**config.mk**
```make
export PLATFORM = sky130hd
export DESIGN_NAME = ubxfr_resp_pipe
export DESIGN_NICKNAME = d
export VERILOG_FILES = /design/src/ubxfr_pkg.sv /design/src/ubxfr_resp_pipe.sv
export SDC_FILE = /design/constraint.sdc
export NUM_CORES = 1
export LEC_CHECK = 0
export BUFFER_PORTS_ARGS = -buffer_cell sky130_fd_sc_hd__buf_2
export CORE_ASPECT_RATIO = 2
export CORE_UTILIZATION = 41
export DETAILED_ROUTE_END_ITERATION = 16
export GPL_TIMING_DRIVEN = 1
export PLACE_DENSITY = 0.72
export SYNTH_ARGS = -nofsm -noshare
export SYNTH_HDL_FRONTEND = slang
export SYNTH_SLANG_ARGS = --single-unit
```
**constraint.sdc**
```tcl
create_clock -name clock -period 3.6 [get_ports clock]
set_input_delay 0 -clock clock [delete_from_list [all_inputs] [get_ports clock]]
set_output_delay 0 -clock clock [all_outputs]
set_load 0.05 [all_outputs]
```
**src/ubxfr_pkg.sv**
```systemverilog
// shared types and constants for the ubx frame receiver
package ubxfr_pkg;

   localparam int NUM_KINDS = 4;
   localparam int KIND_W    = 2;

   localparam logic [7:0]  SYNC1_BYTE = 8'hB5;
   localparam logic [7:0]  SYNC2_BYTE = 8'h62;
   localparam logic [7:0]  CLASS_NAV  = 8'h01;
   localparam logic [7:0]  ID_POSLLH  = 8'h02;
   localparam logic [7:0]  ID_VELNED  = 8'h12;
   localparam logic [7:0]  ID_STATUS  = 8'h03;
   localparam logic [7:0]  ID_SVINFO  = 8'h30;
   localparam logic [15:0] LEN_POSLLH = 16'd28;
   localparam logic [15:0] LEN_VELNED = 16'd36;
   localparam logic [15:0] LEN_STATUS = 16'd16;

   localparam logic [KIND_W-1:0] KIND_POSLLH = 2'd0;
   localparam logic [KIND_W-1:0] KIND_VELNED = 2'd1;
   localparam logic [KIND_W-1:0] KIND_STATUS = 2'd2;
   localparam logic [KIND_W-1:0] KIND_SVINFO = 2'd3;

   localparam logic [15:0] COUNT_MAX     = 16'hFFFF;
   localparam logic [7:0]  TIMEOUT_RESET = 8'd50;

   typedef enum logic [2:0] {
      PH_SYNC1,
      PH_SYNC2,
      PH_CLASS,
      PH_ID,
      PH_LEN,
      PH_PAYLOAD,
      PH_CKA,
      PH_CKB
   } phase_type;

   typedef enum logic [1:0] {
      ACT_BYTE,
      ACT_TICK,
      ACT_READ,
      ACT_NOP
   } action_type;

   typedef enum logic [2:0] {
      EV_NONE,
      EV_GOOD,
      EV_CKSUM_BAD,
      EV_BAD_CLASS,
      EV_BAD_ID,
      EV_SYNC1_DROP,
      EV_SYNC2_DROP
   } event_type;

   typedef struct packed {
      event_type         event_res;
      logic [KIND_W-1:0] msg_kind;
      logic              have_message;
      logic [15:0]       good_count;
      logic              timed_out;
      logic              rd_hit;
   } rsp_info_type;

endpackage

```
**src/ubxfr_resp_pipe.sv**
```systemverilog
// result pipeline: memory-aligned stage plus output register
module ubxfr_resp_pipe
   import ubxfr_pkg::*;
(
   input  logic              clock,
   input  logic              reset,
   input  logic              push,
   input  rsp_info_type      push_info,
   input  logic [7:0]        mem_rd_data,
   output logic              req_stall,
   output logic              rsp_valid,
   input  logic              rsp_stall,
   output logic [2:0]        rsp_event_res,
   output logic [KIND_W-1:0] rsp_msg_kind,
   output logic [7:0]        rsp_read_data,
   output logic              rsp_have_message,
   output logic [15:0]       rsp_good_count,
   output logic              rsp_timed_out
);

   logic         p1_valid_ff, p1_valid_in;
   rsp_info_type p1_info_ff;
   logic         rsp_valid_ff, rsp_valid_in;
   rsp_info_type rsp_info_ff;
   logic [7:0]   rsp_data_ff;
   logic         rsp_load;

   assign rsp_load     = !rsp_valid_ff || !rsp_stall;
   assign req_stall    = p1_valid_ff && !rsp_load;
   assign p1_valid_in  = push || (p1_valid_ff && !rsp_load);
   assign rsp_valid_in = p1_valid_ff || (rsp_valid_ff && rsp_stall);

   always_ff @(posedge clock) begin
      if (reset) begin
         p1_valid_ff  <= 1'b0;
         rsp_valid_ff <= 1'b0;
      end else begin
         p1_valid_ff  <= p1_valid_in;
         rsp_valid_ff <= rsp_valid_in;
      end
   end

   always_ff @(posedge clock) begin
      if (push) begin
         p1_info_ff <= push_info;
      end
      // read data lines up with the first stage, held since no read issues meanwhile
      if (p1_valid_ff && rsp_load) begin
         rsp_info_ff <= p1_info_ff;
         rsp_data_ff <= p1_info_ff.rd_hit ? mem_rd_data : 8'd0;
      end
   end

   assign rsp_valid        = rsp_valid_ff;
   assign rsp_event_res    = rsp_info_ff.event_res;
   assign rsp_msg_kind     = rsp_info_ff.msg_kind;
   assign rsp_read_data    = rsp_data_ff;
   assign rsp_have_message = rsp_info_ff.have_message;
   assign rsp_good_count   = rsp_info_ff.good_count;
   assign rsp_timed_out    = rsp_info_ff.timed_out;

`ifndef SYNTH
   a_stall_needs_stage: assert property (@(posedge clock) disable iff (reset)
      req_stall |-> p1_valid_ff)
      else $error("input stalled with empty first stage");

   a_push_not_stalled: assert property (@(posedge clock) disable iff (reset)
      push |-> !req_stall)
      else $error("transaction pushed while stalled");

   a_push_fills: assert property (@(posedge clock) disable iff (reset)
      push |=> p1_valid_ff)
      else $error("pushed transaction lost");

   a_stage_holds: assert property (@(posedge clock) disable iff (reset)
      (p1_valid_ff && rsp_valid_ff && rsp_stall) |=> (p1_valid_ff && $stable(p1_info_ff)))
      else $error("first stage changed while output stalled");
`endif

endmodule

```
==> impl_metrics.env <==
export IMPL_status="completed"
export IMPL_path_class="reg -> reg"
export IMPL_cts_setup_buffers=0
export IMPL_cts_tree="yes"
export IMPL_final_max_slew_viol_count=0
export IMPL_yosysMostFrequentCell="edfxtp_1"
export IMPL_r2r_start="p1_valid_ff$_SDFF_PP0_"
export IMPL_antenna_found_initial=0
export IMPL_grt_overflow_total=0
export IMPL_synth_top_area_frac=0.931
export IMPL_hold_path_end="p1_info_ff[10]$_DFFE_PP_"
export IMPL_fin_cells=243
export IMPL_end_kind="register"
export IMPL_final_setup_viol_count=0
export IMPL_clock_root_buffer="clkbuf_8"
export IMPL_start_kind="register"
export IMPL_combPwrFrac=0.107
export IMPL_numPortBuffers=68
export IMPL_worst_hold_path_type="in -> reg"
export IMPL_core_area_mm2=0.00413
export IMPL_worst_pin_slew_ns=0.539
export IMPL_synthTopCellsByArea="edfxtp_1, and2_1, dfxtp_1, a21boi_1, nor2_1"
export IMPL_met1Wirelength_um=1120
export IMPL_async_flop_share=0
export IMPL_rr_endpoint="rsp_good_count[2]$_DFFE_PP_"
export IMPL_ff2ff_path_depth=2
export IMPL_pin_count=69
export IMPL_syn_area_mm2=0.00177
export IMPL_design_die_area_mm2=0.00461
export IMPL_placed_cells=192
export IMPL_die_x_um=48.5
export IMPL_synth_edff_count=55
export IMPL_critPathSlowestCell="dfxtp_1"
export IMPL_p_clk_frac=0.324
export IMPL_synth_common_cells="edfxtp_1, and2_1, dfxtp_1, nor2_1"
export IMPL_critPathMaxFanout=31
export IMPL_clock_sinks=57
export IMPL_maxUsedRoutingLayer="met4"
export IMPL_syn_nets=107
export IMPL_cts_buffer_depth=2
export IMPL_grt_pass1_wl_um=4700
export IMPL_areaGrowthSynthToFinish_pct=51.8
export IMPL_wl_per_cell_um=12.4
export IMPL_min_path_cells=1
export IMPL_multiInputGateArea_um2=86.3
export IMPL_peakVddDrop_uv=391
export IMPL_drt_pass1_iterations=4
export IMPL_min_period_ns=1.21
export IMPL_die_h_um=95.0
export IMPL_htreeDepth=3
export IMPL_cts_made_buffers=9
export IMPL_fin_area_mm2=0.00269
export IMPL_synth_ff_type="edfxtp_1"
export IMPL_skew_ns=0.00364
export IMPL_rsz0062_at_grt="no"
export IMPL_synth_distinct_cells=8
export IMPL_diodes=0
export IMPL_setup_tns_final_ns=0
export IMPL_cpPeakStageDelay_ns=0.36
export IMPL_r2r_slack_ns=2.39
export IMPL_gp_congestion=0.634
export IMPL_first_global_vias=1046
export IMPL_crit_path_cell_trace="a21boi_2, buf_4"
export IMPL_min_from="push"
export IMPL_synthCells=71
export IMPL_postPlaceCellArea_mm2=0.00219
export IMPL_finalHoldWorstSlack_ns=0.205
export IMPL_max_freq_mhz=827
export IMPL_gr_usage_all_layers=0.146
export IMPL_dr_total_vias=1049
export IMPL_cts_resized_gates=0
export IMPL_yosys_warnings=0
export IMPL_route_met2_wl_um=1590
export IMPL_cts_hold_fix_buffers=35
export IMPL_drc_errors=0
export IMPL_synth_seq_cells=57
export IMPL_rows=33
export IMPL_initialDrtViolationCount=32
export IMPL_relSlewSlack=0.640
export IMPL_switchingPower_mw=0.319
export IMPL_finalCritPeriodShare=0.336
export IMPL_synth_largest_area_cell="edfxtp_1"
export IMPL_sw_frac_of_total=0.230
export IMPL_final_hold_viol_count=0
export IMPL_cellPowerDensity_mw_per_mm2=516
export IMPL_cts_clk_slew_worst_paths_ns=0.06
export IMPL_nFillCells=314
export IMPL_worst_endpoint_required_ns=3.58
export IMPL_ys_seq_area_frac=0.953
export IMPL_power_share_sequential=0.569
export IMPL_clkLatencyLatePin_ns=0.31
export IMPL_utilization=0.652
export IMPL_cp_num_buf_inv=1
export IMPL_p_int_mw=1.07
export IMPL_cp_top_family="flip-flops"
export IMPL_leakage_nw=1.08
export IMPL_routed_wl_um=3010
export IMPL_grt_max_degree=32
export IMPL_syn_area_per_cell_um2=25.0
export IMPL_postRouteAntennaNets=0
export IMPL_route_met3_wl_um=168
export IMPL_fin_nets=222
export IMPL_seq_area_mm2=0.00169
export IMPL_via_per_inst=4.32
export IMPL_cp_arrival_ns=1.19
export IMPL_final_layout_size_suffix_gt1_frac=0.424
export IMPL_cap_violations=0
export IMPL_initial_core_util=0.430
## worst max path at each step
| stage | slack [ns] | cells past startpoint | to | startpoint |
|---|---|---|---|---|
| 6_report | 2.39 | 2 | rsp_good_count[2]$_DFFE_PP_ | p1_valid_ff$_SDFF_PP0_ |
| 5_1_grt | 2.32 | 2 | rsp_good_count[7]$_DFFE_PP_ | p1_valid_ff$_SDFF_PP0_ |
| 4_1_cts | 2.38 | 2 | rsp_read_data[2]$_SDFFCE_PN0P_ | p1_valid_ff$_SDFF_PP0_ |
| 3_5_place_dp | 2.38 | 2 | rsp_msg_kind[1]$_DFFE_PP_ | p1_valid_ff$_SDFF_PP0_ |
| 3_3_place_gp | 2.43 | 2 | rsp_good_count[6]$_DFFE_PP_ | p1_valid_ff$_SDFF_PP0_ |
| 2_1_floorplan | 1.08 | 1 | rsp_event_res[0]$_DFFE_PP_ | rsp_valid$_SDFF_PP0_ |
## cell families after synthesis
| logic type | synth area share |
|---|---|
| AND/OR/NAND/NOR | 0.0360 |
| flip-flops | 0.953 |
| AO/OA/AOI/OAI | 0.0106 |
## stage by stage
stage                     total power [mW]  setup slack, ns
after floorplan                      0.878             1.08
after global placement               0.919             2.43
after detailed placement             0.924             2.38
after CTS                             1.41             2.38
after global routing                  1.45             2.32
final                                 1.39             2.39
## cell usage in the layout (no fill, tap or decap)
cell	n
buf_2	68
edfxtp_1	55
dlygate4sd3_1	35
clkbuf_8	9
and2_1	8
clkinv_1	4
nor2_1	2
clkinv_2	2
dfxtp_1	2
and3_1	1
a31oi_1	1
a21oi_1	1
a21boi_2	1
clkbuf_1	1
buf_4	1
## state kept, by name (all words and copies together), names as in the netlist
register	cells
rsp_have_message	1
rsp_timed_out	1
rsp_valid	1
rsp_read_data	8
p1_valid_ff	1
rsp_event_res	3
rsp_good_count	16
rsp_msg_kind	2
p1_info_ff	24
## routing by layer
layer,vias up,global-route usage
li1,508,-
met1,479,0.151
met2,53,0.248
met3,9,0.0415
met4,0,0.115
met5,-,0
## power by group through the flow
stage | clock network (mW) | registers [mW] | logic [mW]
3_3_place_gp | 0 | 0.801 | 0.118
3_5_place_dp | 0 | 0.804 | 0.119
5_1_grt | 0.495 | 0.794 | 0.157
2_1_floorplan | 0 | 0.866 | 0.0112
4_1_cts | 0.468 | 0.791 | 0.149
6_report | 0.450 | 0.790 | 0.149
## final cells by class
cell class | instances | area share
well taps | 52 | 0.0242
flip-flops and latches | 57 | 0.628
repair buffers | 104 | 0.259
multi-input cells | 14 | 0.0320
clock buffers | 10 | 0.0474
clock inverters | 6 | 0.00929
(Power assumes the default switching activity.)
