**config.mk**
```make
export PLATFORM = sky130hd
export DESIGN_NAME = ubxfr_parser
export DESIGN_NICKNAME = d
export VERILOG_FILES = /design/src/ubxfr_pkg.sv /design/src/ubxfr_parser.sv
export SDC_FILE = /design/constraint.sdc
export NUM_CORES = 1
export LEC_CHECK = 0
export ABC_AREA = 1
export ABC_CLOCK_PERIOD_IN_PS = 10750
export BUFFER_PORTS_ARGS = -buffer_cell sky130_fd_sc_hd__buf_2
export CORE_MARGIN = 4
export CORE_UTILIZATION = 65
export DETAILED_ROUTE_END_ITERATION = 8
export HOLD_SLACK_MARGIN = 0.03
export PLACE_DENSITY_LB_ADDON = 0.3
export SYNTH_ARGS = -nofsm -noshare
export SYNTH_HDL_FRONTEND = slang
export SYNTH_SLANG_ARGS = --single-unit
```
**constraint.sdc**
```tcl
create_clock -name clock -period 10.75 [get_ports clock]
set_input_delay 1.6125 -clock clock [delete_from_list [all_inputs] [get_ports clock]]
set_output_delay 1.6125 -clock clock [all_outputs]
set_load 0.02 [all_outputs]
```
**src/ubxfr_pkg.sv**
```systemverilog
// shared types and constants for the ubx frame receiver
package ubxfr_pkg;

   localparam int NUM_KINDS = 4;
   localparam int KIND_W    = 2;

   localparam logic [7:0]  SYNC1_BYTE = 8'hB5;
   localparam logic [7:0]  SYNC2_BYTE = 8'h62;
   localparam logic [7:0]  CLASS_NAV  = 8'h01;
   localparam logic [7:0]  ID_POSLLH  = 8'h02;
   localparam logic [7:0]  ID_VELNED  = 8'h12;
   localparam logic [7:0]  ID_STATUS  = 8'h03;
   localparam logic [7:0]  ID_SVINFO  = 8'h30;
   localparam logic [15:0] LEN_POSLLH = 16'd28;
   localparam logic [15:0] LEN_VELNED = 16'd36;
   localparam logic [15:0] LEN_STATUS = 16'd16;

   localparam logic [KIND_W-1:0] KIND_POSLLH = 2'd0;
   localparam logic [KIND_W-1:0] KIND_VELNED = 2'd1;
   localparam logic [KIND_W-1:0] KIND_STATUS = 2'd2;
   localparam logic [KIND_W-1:0] KIND_SVINFO = 2'd3;

   localparam logic [15:0] COUNT_MAX     = 16'hFFFF;
   localparam logic [7:0]  TIMEOUT_RESET = 8'd50;

   typedef enum logic [2:0] {
      PH_SYNC1,
      PH_SYNC2,
      PH_CLASS,
      PH_ID,
      PH_LEN,
      PH_PAYLOAD,
      PH_CKA,
      PH_CKB
   } phase_type;

   typedef enum logic [1:0] {
      ACT_BYTE,
      ACT_TICK,
      ACT_READ,
      ACT_NOP
   } action_type;

   typedef enum logic [2:0] {
      EV_NONE,
      EV_GOOD,
      EV_CKSUM_BAD,
      EV_BAD_CLASS,
      EV_BAD_ID,
      EV_SYNC1_DROP,
      EV_SYNC2_DROP
   } event_type;

   typedef struct packed {
      event_type         event_res;
      logic [KIND_W-1:0] msg_kind;
      logic              have_message;
      logic [15:0]       good_count;
      logic              timed_out;
      logic              rd_hit;
   } rsp_info_type;

endpackage

```
**src/ubxfr_parser.sv**
```systemverilog
// frame parser, fletcher-8 check, bank and count bookkeeping, tick counter
module ubxfr_parser
   import ubxfr_pkg::*;
#(
   parameter int MAX_PAYLOAD = 256,
   parameter int OFF_W       = 8,
   parameter int ADDR_W      = 11
) (
   input  logic                 clock,
   input  logic                 reset,
   input  logic                 fire,
   input  logic [1:0]           action,
   input  logic [7:0]           data_byte,
   input  logic [KIND_W-1:0]    read_kind,
   input  logic [7:0]           read_offset,
   input  logic [7:0]           timeout_limit,
   output rsp_info_type         info,
   output logic                 mem_wr_en,
   output logic [ADDR_W-1:0]    mem_wr_addr,
   output logic [7:0]           mem_wr_data,
   output logic                 mem_rd_en,
   output logic [ADDR_W-1:0]    mem_rd_addr
);

   localparam int          IDX_W   = $clog2(MAX_PAYLOAD + 1);
   localparam logic [15:0] MAX_LEN = 16'(MAX_PAYLOAD);

   phase_type         phase_ff, phase_in;
   logic [7:0]        class_ff, class_in;
   logic [7:0]        id_ff, id_in;
   logic [7:0]        len_lo_ff, len_lo_in;
   logic              len_idx_ff, len_idx_in;
   logic [IDX_W-1:0]  frame_len_ff, frame_len_in;
   logic [7:0]        sum_a_ff, sum_a_in;
   logic [7:0]        sum_b_ff, sum_b_in;
   logic [7:0]        rcv_a_ff, rcv_a_in;
   logic [IDX_W-1:0]  pidx_ff, pidx_in;
   logic [KIND_W-1:0] cur_kind_ff, cur_kind_in;
   logic [NUM_KINDS-1:0] bank_ff, bank_in;
   logic [15:0]       count_ff [NUM_KINDS];
   logic [7:0]        tick_ff, tick_in;

   action_type        act;
   logic              byte_fire;
   logic [15:0]       full_len;
   event_type         hdr_ev;
   logic [KIND_W-1:0] hdr_kind;
   logic [IDX_W-1:0]  pidx_next;
   logic              ck_good;
   logic [7:0]        add_a, add_b;
   logic [KIND_W-1:0] kind_sel;
   logic              sel_bank;
   logic [15:0]       sel_cnt, cnt_inc, cnt_out;
   logic              cnt_we;
   logic              rd_in_range;
   event_type         ev;

   assign act       = action_type'(action);
   assign byte_fire = fire && (act == ACT_BYTE);
   assign full_len  = {data_byte, len_lo_ff};
   assign pidx_next = pidx_ff + IDX_W'(1);
   assign ck_good   = (rcv_a_ff == sum_a_ff) && (data_byte == sum_b_ff);
   assign add_a     = sum_a_ff + data_byte;
   assign add_b     = sum_b_ff + add_a;

   // one kind selects the count and bank entry for every action
   assign kind_sel = (act == ACT_READ) ? read_kind : cur_kind_in;
   assign sel_bank = bank_ff[kind_sel];
   assign sel_cnt  = count_ff[kind_sel];
   assign cnt_inc  = (sel_cnt == COUNT_MAX) ? sel_cnt : sel_cnt + 16'd1;
   assign cnt_out  = cnt_we ? cnt_inc : sel_cnt;
   assign rd_in_range = 16'(read_offset) < MAX_LEN;

   // header classification once the second length byte arrives
   always_comb begin
      hdr_ev   = EV_BAD_ID;
      hdr_kind = cur_kind_ff;
      priority if (class_ff != CLASS_NAV) begin
         hdr_ev = EV_BAD_CLASS;
      end else if (id_ff == ID_POSLLH && full_len == LEN_POSLLH) begin
         hdr_ev   = EV_NONE;
         hdr_kind = KIND_POSLLH;
      end else if (id_ff == ID_VELNED && full_len == LEN_VELNED) begin
         hdr_ev   = EV_NONE;
         hdr_kind = KIND_VELNED;
      end else if (id_ff == ID_STATUS && full_len == LEN_STATUS) begin
         hdr_ev   = EV_NONE;
         hdr_kind = KIND_STATUS;
      end else if (id_ff == ID_SVINFO && full_len <= MAX_LEN) begin
         hdr_ev   = EV_NONE;
         hdr_kind = KIND_SVINFO;
      end else begin
         hdr_ev = EV_BAD_ID;
      end
   end

   // next phase
   always_comb begin
      phase_in = phase_ff;
      if (byte_fire) begin
         unique case (phase_ff)
            PH_SYNC1: begin
               if (data_byte == SYNC1_BYTE) phase_in = PH_SYNC2;
            end
            PH_SYNC2: begin
               priority if (data_byte == SYNC2_BYTE) phase_in = PH_CLASS;
               else if (data_byte != SYNC1_BYTE) phase_in = PH_SYNC1;
               else phase_in = PH_SYNC2;
            end
            PH_CLASS: phase_in = PH_ID;
            PH_ID:    phase_in = PH_LEN;
            PH_LEN: begin
               if (len_idx_ff) begin
                  priority if (hdr_ev != EV_NONE) phase_in = PH_SYNC1;
                  else if (full_len == 16'd0) phase_in = PH_CKA;
                  else phase_in = PH_PAYLOAD;
               end
            end
            PH_PAYLOAD: begin
               if (pidx_next >= frame_len_ff) phase_in = PH_CKA;
            end
            PH_CKA: phase_in = PH_CKB;
            PH_CKB: phase_in = PH_SYNC1;
         endcase
      end
   end

   // datapath and event per transaction
   always_comb begin
      class_in     = class_ff;
      id_in        = id_ff;
      len_lo_in    = len_lo_ff;
      len_idx_in   = len_idx_ff;
      frame_len_in = frame_len_ff;
      sum_a_in     = sum_a_ff;
      sum_b_in     = sum_b_ff;
      rcv_a_in     = rcv_a_ff;
      pidx_in      = pidx_ff;
      cur_kind_in  = cur_kind_ff;
      bank_in      = bank_ff;
      tick_in      = tick_ff;
      cnt_we       = 1'b0;
      ev           = EV_NONE;
      mem_wr_en    = 1'b0;
      mem_rd_en    = 1'b0;
      if (fire) begin
         unique case (act)
            ACT_BYTE: begin
               unique case (phase_ff)
                  PH_SYNC1: begin
                     if (data_byte != SYNC1_BYTE) ev = EV_SYNC1_DROP;
                  end
                  PH_SYNC2: begin
                     priority if (data_byte == SYNC2_BYTE) begin
                        sum_a_in = 8'd0;
                        sum_b_in = 8'd0;
                     end else if (data_byte != SYNC1_BYTE) begin
                        ev = EV_SYNC2_DROP;
                     end else begin
                        // repeated sync 1 keeps waiting
                        ev = EV_NONE;
                     end
                  end
                  PH_CLASS: begin
                     class_in = data_byte;
                     sum_a_in = add_a;
                     sum_b_in = add_b;
                  end
                  PH_ID: begin
                     id_in      = data_byte;
                     sum_a_in   = add_a;
                     sum_b_in   = add_b;
                     len_idx_in = 1'b0;
                  end
                  PH_LEN: begin
                     sum_a_in = add_a;
                     sum_b_in = add_b;
                     if (!len_idx_ff) begin
                        len_lo_in  = data_byte;
                        len_idx_in = 1'b1;
                     end else begin
                        len_idx_in   = 1'b0;
                        pidx_in      = '0;
                        frame_len_in = IDX_W'(full_len);
                        ev           = hdr_ev;
                        if (hdr_ev == EV_NONE) cur_kind_in = hdr_kind;
                     end
                  end
                  PH_PAYLOAD: begin
                     mem_wr_en = 1'b1;
                     sum_a_in  = add_a;
                     sum_b_in  = add_b;
                     pidx_in   = pidx_next;
                  end
                  PH_CKA: begin
                     rcv_a_in = data_byte;
                  end
                  PH_CKB: begin
                     if (ck_good) begin
                        cnt_we            = 1'b1;
                        tick_in           = 8'd0;
                        bank_in[kind_sel] = ~sel_bank;
                        ev                = EV_GOOD;
                     end else begin
                        ev = EV_CKSUM_BAD;
                     end
                  end
               endcase
            end
            ACT_TICK: begin
               if (tick_ff < timeout_limit) tick_in = tick_ff + 8'd1;
            end
            ACT_READ: begin
               mem_rd_en = 1'b1;
            end
            ACT_NOP: begin
            end
         endcase
      end
   end

   // payload goes to the spare bank, reads come from the live bank
   assign mem_wr_addr = {kind_sel, ~sel_bank, OFF_W'(pidx_ff)};
   assign mem_wr_data = data_byte;
   assign mem_rd_addr = {kind_sel, sel_bank, OFF_W'(read_offset)};

   always_comb begin
      info.event_res    = ev;
      info.msg_kind     = kind_sel;
      info.good_count   = cnt_out;
      info.have_message = cnt_out != 16'd0;
      info.timed_out    = tick_in == timeout_limit;
      info.rd_hit       = (act == ACT_READ) && (sel_cnt != 16'd0) && rd_in_range;
   end

   always_ff @(posedge clock) begin
      if (reset) begin
         phase_ff     <= PH_SYNC1;
         class_ff     <= '0;
         id_ff        <= '0;
         len_lo_ff    <= '0;
         len_idx_ff   <= 1'b0;
         frame_len_ff <= '0;
         sum_a_ff     <= '0;
         sum_b_ff     <= '0;
         rcv_a_ff     <= '0;
         pidx_ff      <= '0;
         cur_kind_ff  <= '0;
         bank_ff      <= '0;
         tick_ff      <= '0;
         for (int k = 0; k < NUM_KINDS; k++) begin
            count_ff[k] <= '0;
         end
      end else begin
         phase_ff     <= phase_in;
         class_ff     <= class_in;
         id_ff        <= id_in;
         len_lo_ff    <= len_lo_in;
         len_idx_ff   <= len_idx_in;
         frame_len_ff <= frame_len_in;
         sum_a_ff     <= sum_a_in;
         sum_b_ff     <= sum_b_in;
         rcv_a_ff     <= rcv_a_in;
         pidx_ff      <= pidx_in;
         cur_kind_ff  <= cur_kind_in;
         bank_ff      <= bank_in;
         tick_ff      <= tick_in;
         if (cnt_we) begin
            count_ff[kind_sel] <= cnt_inc;
         end
      end
   end

endmodule

```
==> flow_summary.yaml <==
status:
  run_status: "completed"
route:
  detailroute.via_count: 9178
  avgRoutedWirePerCell_um: 15.7
  initialDrtViolationCount: 790
  route.detailed.drc: 0
  ant_nets: 0
  vias_per_cell: 5.68
  routed_wl_um: 25400
  firstDrtPassIters: 7
floorplan:
  effective_utilization_at_floorplan_pct: 67.0
  io-pin-count: 87
  die_w_um: 131
  placement_rows: 44
  dieHeight_um: 131
  core_um2: 14700
  die_area_um2: 17200
synth:
  mappedNetlistNets: 1461
  yosys_warning_total: 0
  synth_area_per_cell_um2: 7.06
  post_synth_num_cell_types: 51
  ys_async_sr_fraction_pct: 0
  synthMostInstantiatedCell: "sky130_fd_sc_hd__nand2_1"
  instance_count_of_the_mapped_netlist: 1396
  netlist_top_cells_area: "sky130_fd_sc_hd__edfxtp_1 20%, sky130_fd_sc_hd__dfxtp_1 17%, sky130_fd_sc_hd__nand2_1 12%, sky130_fd_sc_hd__inv_1 7.4%, sky130_fd_sc_hd__nor2_1 6.0%"
  netlist_area_um2: 9850
  commonest_cells_post_synth: "316 x sky130_fd_sc_hd__nand2_1, 193 x sky130_fd_sc_hd__inv_1, 158 x sky130_fd_sc_hd__nor2_1"
  ys_ff_latch: 148
  synth_enable_flop_cells: 64
  ys_seq_area_share_pct: 36.6
  synth_top_area_cell: "sky130_fd_sc_hd__edfxtp_1"
  ys.flop_type: "sky130_fd_sc_hd__dfxtp_1"
  proportion_of_netlist_area_held_by_the_largest_area_contributor_pct: 19.5
timing:
  tightestPinTransition_ns: 1.06
  timing.setup.tns_ns: 0
  layout_setup_ws_ns: 3.61
  timing.final.crit_period_ns: 7.14
  finalSetupViolations: 0
  finalHoldViolations: 0
  fmax_mhz: 140
  worst_clock_skew_ns: 0.00840
  setup_repair_after_global_routing_missed_its_margin: "no"
  max_slew_margin_pct: 28.9
  maxSlewViolCount: 0
  min_period_over_period_pct: 66.4
global_route:
  wire_length_of_the_first_global_routing_pass_um: 41000
  grt.total_usage_pct: 30.1
  grt_max_degree: 64
  grt.overflow.total: 0
  initial_antenna_violation_count: 0
  grt_pass1_vias: 8604
clock_network:
  clk_pin_slew_worst_paths_ns: 0.06
  clock_sinks: 148
  ctsHoldBuffers: 0
  cts_post_setup_buffers_inserted: 0
  root_buffer: "sky130_fd_sc_hd__clkbuf_16"
  clock_tree.htree_level_count: 4
  clockBufferDepth: 2
  tritoncts: "built"
  cts_made_buffers: 17
  clk-insertion-delay-late_ns: 0.43
  postCtsResizedCells: 0
place:
  gp_routability_congestion: 0.953
  place_inst: 1583
  preCtsSetupSlack_ns: 3.63
  dpl_cell_area_um2: 10000
  half_perimeter_wire_length_after_placement_um: 18000
  port-buffer-count: 70
layout:
  drive_gt1_share_pct: 12.9
  insertedDiodeCount: 0
  layout.nets: 1483
  design_area_um2: 10600
  final_non_filler_cell_total: 1615
  area.growth.synth_to_final_pct: 7.42
setup_path:
  critPathMaxFanout: 35
  worst_setup_path_end_kind: "output port"
  critical_path_arrival_ns: 5.52
  timing.setup.critical_path_class: "input port to output port"
  start_kind: "input port"
  worst_ep_required_time_ns: 9.14
power_and_ir_drop:
  power_density_nw_per_um2: 125
  vdd_drop_max_mv: 0.111
  p_leak_nw: 5.02
worst_hold_path:
  hp-class: "flip-flop to flip-flop"
flow_run:
  maxCapViolations: 0
==> sequential cells by signal (all words and copies together) (netlist names) <==
name and count:
cur_kind_ff 2, tick_ff 8, class_ff 8, phase_ff 3, sum_b_ff 8, id_ff 8, len_idx_ff 1, count_ff 64
frame_len_ff 9, pidx_ff 9, bank_ff 4, sum_a_ff 8, len_lo_ff 8, rcv_a_ff 8
==> cells in the final DEF, fill, tap and decap left out, drive strengths merged, types with 3 or more instances in the layout <==
master  Yosys  final
nor3       21     21
clkbuf     27     22
o211ai      3      3
nand3     108    108
xor2       20     20
buf        44     74
o22ai       3      3
nor2      184    184
ha         32     32
a21oi      96     96
o21ai      68     68
nand4      31     31
dfxtp      84     84
or2         9      9
clkinv      2      9
nand3b     13     13
nand2     337    337
edfxtp     64     64
a22oi       3      3
inv       208    209
xnor2      15     15
nor4        6      6
==> through the flow <==
stage          power, W  hold slack (ns)  util [%]
2_1_floorplan  0.000722            0.430         -
3_3_place_gp   0.000755            0.446      68.2
3_5_place_dp   0.000758            0.449      68.2
4_1_cts         0.00132            0.481      72.0
5_1_grt         0.00136            0.503      72.0
6_report        0.00132            0.481      72.0
==> worst max-delay path, stage by stage <==
cell and delay [ns]:
sky130_fd_sc_hd__buf_2 0.14, sky130_fd_sc_hd__nor2_4 0.17, sky130_fd_sc_hd__inv_2 0.08, sky130_fd_sc_hd__nor2_2 0.20
sky130_fd_sc_hd__inv_2 0.14, sky130_fd_sc_hd__nor2_4 0.38, sky130_fd_sc_hd__nand3_1 0.15, sky130_fd_sc_hd__nand2_2 0.11
sky130_fd_sc_hd__nand3_4 0.28, sky130_fd_sc_hd__nand2_4 0.44, sky130_fd_sc_hd__nand2_1 0.11, sky130_fd_sc_hd__nand2_1 0.08
sky130_fd_sc_hd__nand2_1 0.05, sky130_fd_sc_hd__nand2_1 0.23, sky130_fd_sc_hd__nor2_4 0.08, sky130_fd_sc_hd__nand2_2 0.16
sky130_fd_sc_hd__nor2_8 0.08, sky130_fd_sc_hd__nand2_2 0.21, sky130_fd_sc_hd__nand3_2 0.16, sky130_fd_sc_hd__nand2_1 0.11
sky130_fd_sc_hd__nand2_1 0.07, sky130_fd_sc_hd__nor2_1 0.09, sky130_fd_sc_hd__nand2_1 0.05, sky130_fd_sc_hd__nor2_1 0.09
sky130_fd_sc_hd__nand3_1 0.07, sky130_fd_sc_hd__buf_2 0.16
==> path summary, 6_finish.rpt <==
path	startpoint	endpoint	slack (ns)	depth (start not counted)
worst min register to register	class_ff[0]	class_ff[0]	0.48	2
worst max-delay path	action[1]	info[18]	3.61	26
worst min-delay path	class_ff[0]	class_ff[0]	0.48	2
worst max register to register	phase_ff[1]	count_ff[2][8]	6.28	25
==> cell families after synthesis <==
kind of cell | after synthesis | share of synthesized area, %
AOI/OAI and AO/OA | 187 | 10.2
xor gates and xnor gates | 35 | 3.11
adders and majority gates | 34 | 4.47
buffers and inverters | 281 | 12.5
DFF | 148 | 36.6
and+or+nand+nor | 711 | 33.1
==> power by group <==
group / switching, W / total (W) / internal (W)
Combinational: 0.000109 / 0.000150 / 0.0000408
Sequential: 0.00000411 / 0.000599 / 0.000595
Clock: 0.000232 / 0.000574 / 0.000342
Total: 0.000345 / 0.00132 / 0.000977
==> area by class of cell <==
cell class	count	area, um2
multi-input combinational	967	5020
fill	1245	4120
sequential	148	3600
inverter	210	788
clock buffer	22	445
timing repair buffer	74	380
tap	184	230
clock inverter	10	111
==> metal layers <==
| metal | vias up | GRT usage (%) | wire (um) |
|---|---|---|---|
| li1 | 4533 | - | - |
| met5 | - | 0 | 0 |
| met4 | 0 | 12.2 | 750 |
| met1 | 4167 | 38.8 | 10700 |
| met3 | 65 | 4.46 | 1850 |
| met2 | 413 | 50.9 | 12100 |
Power figures use the tool's default switching activity.
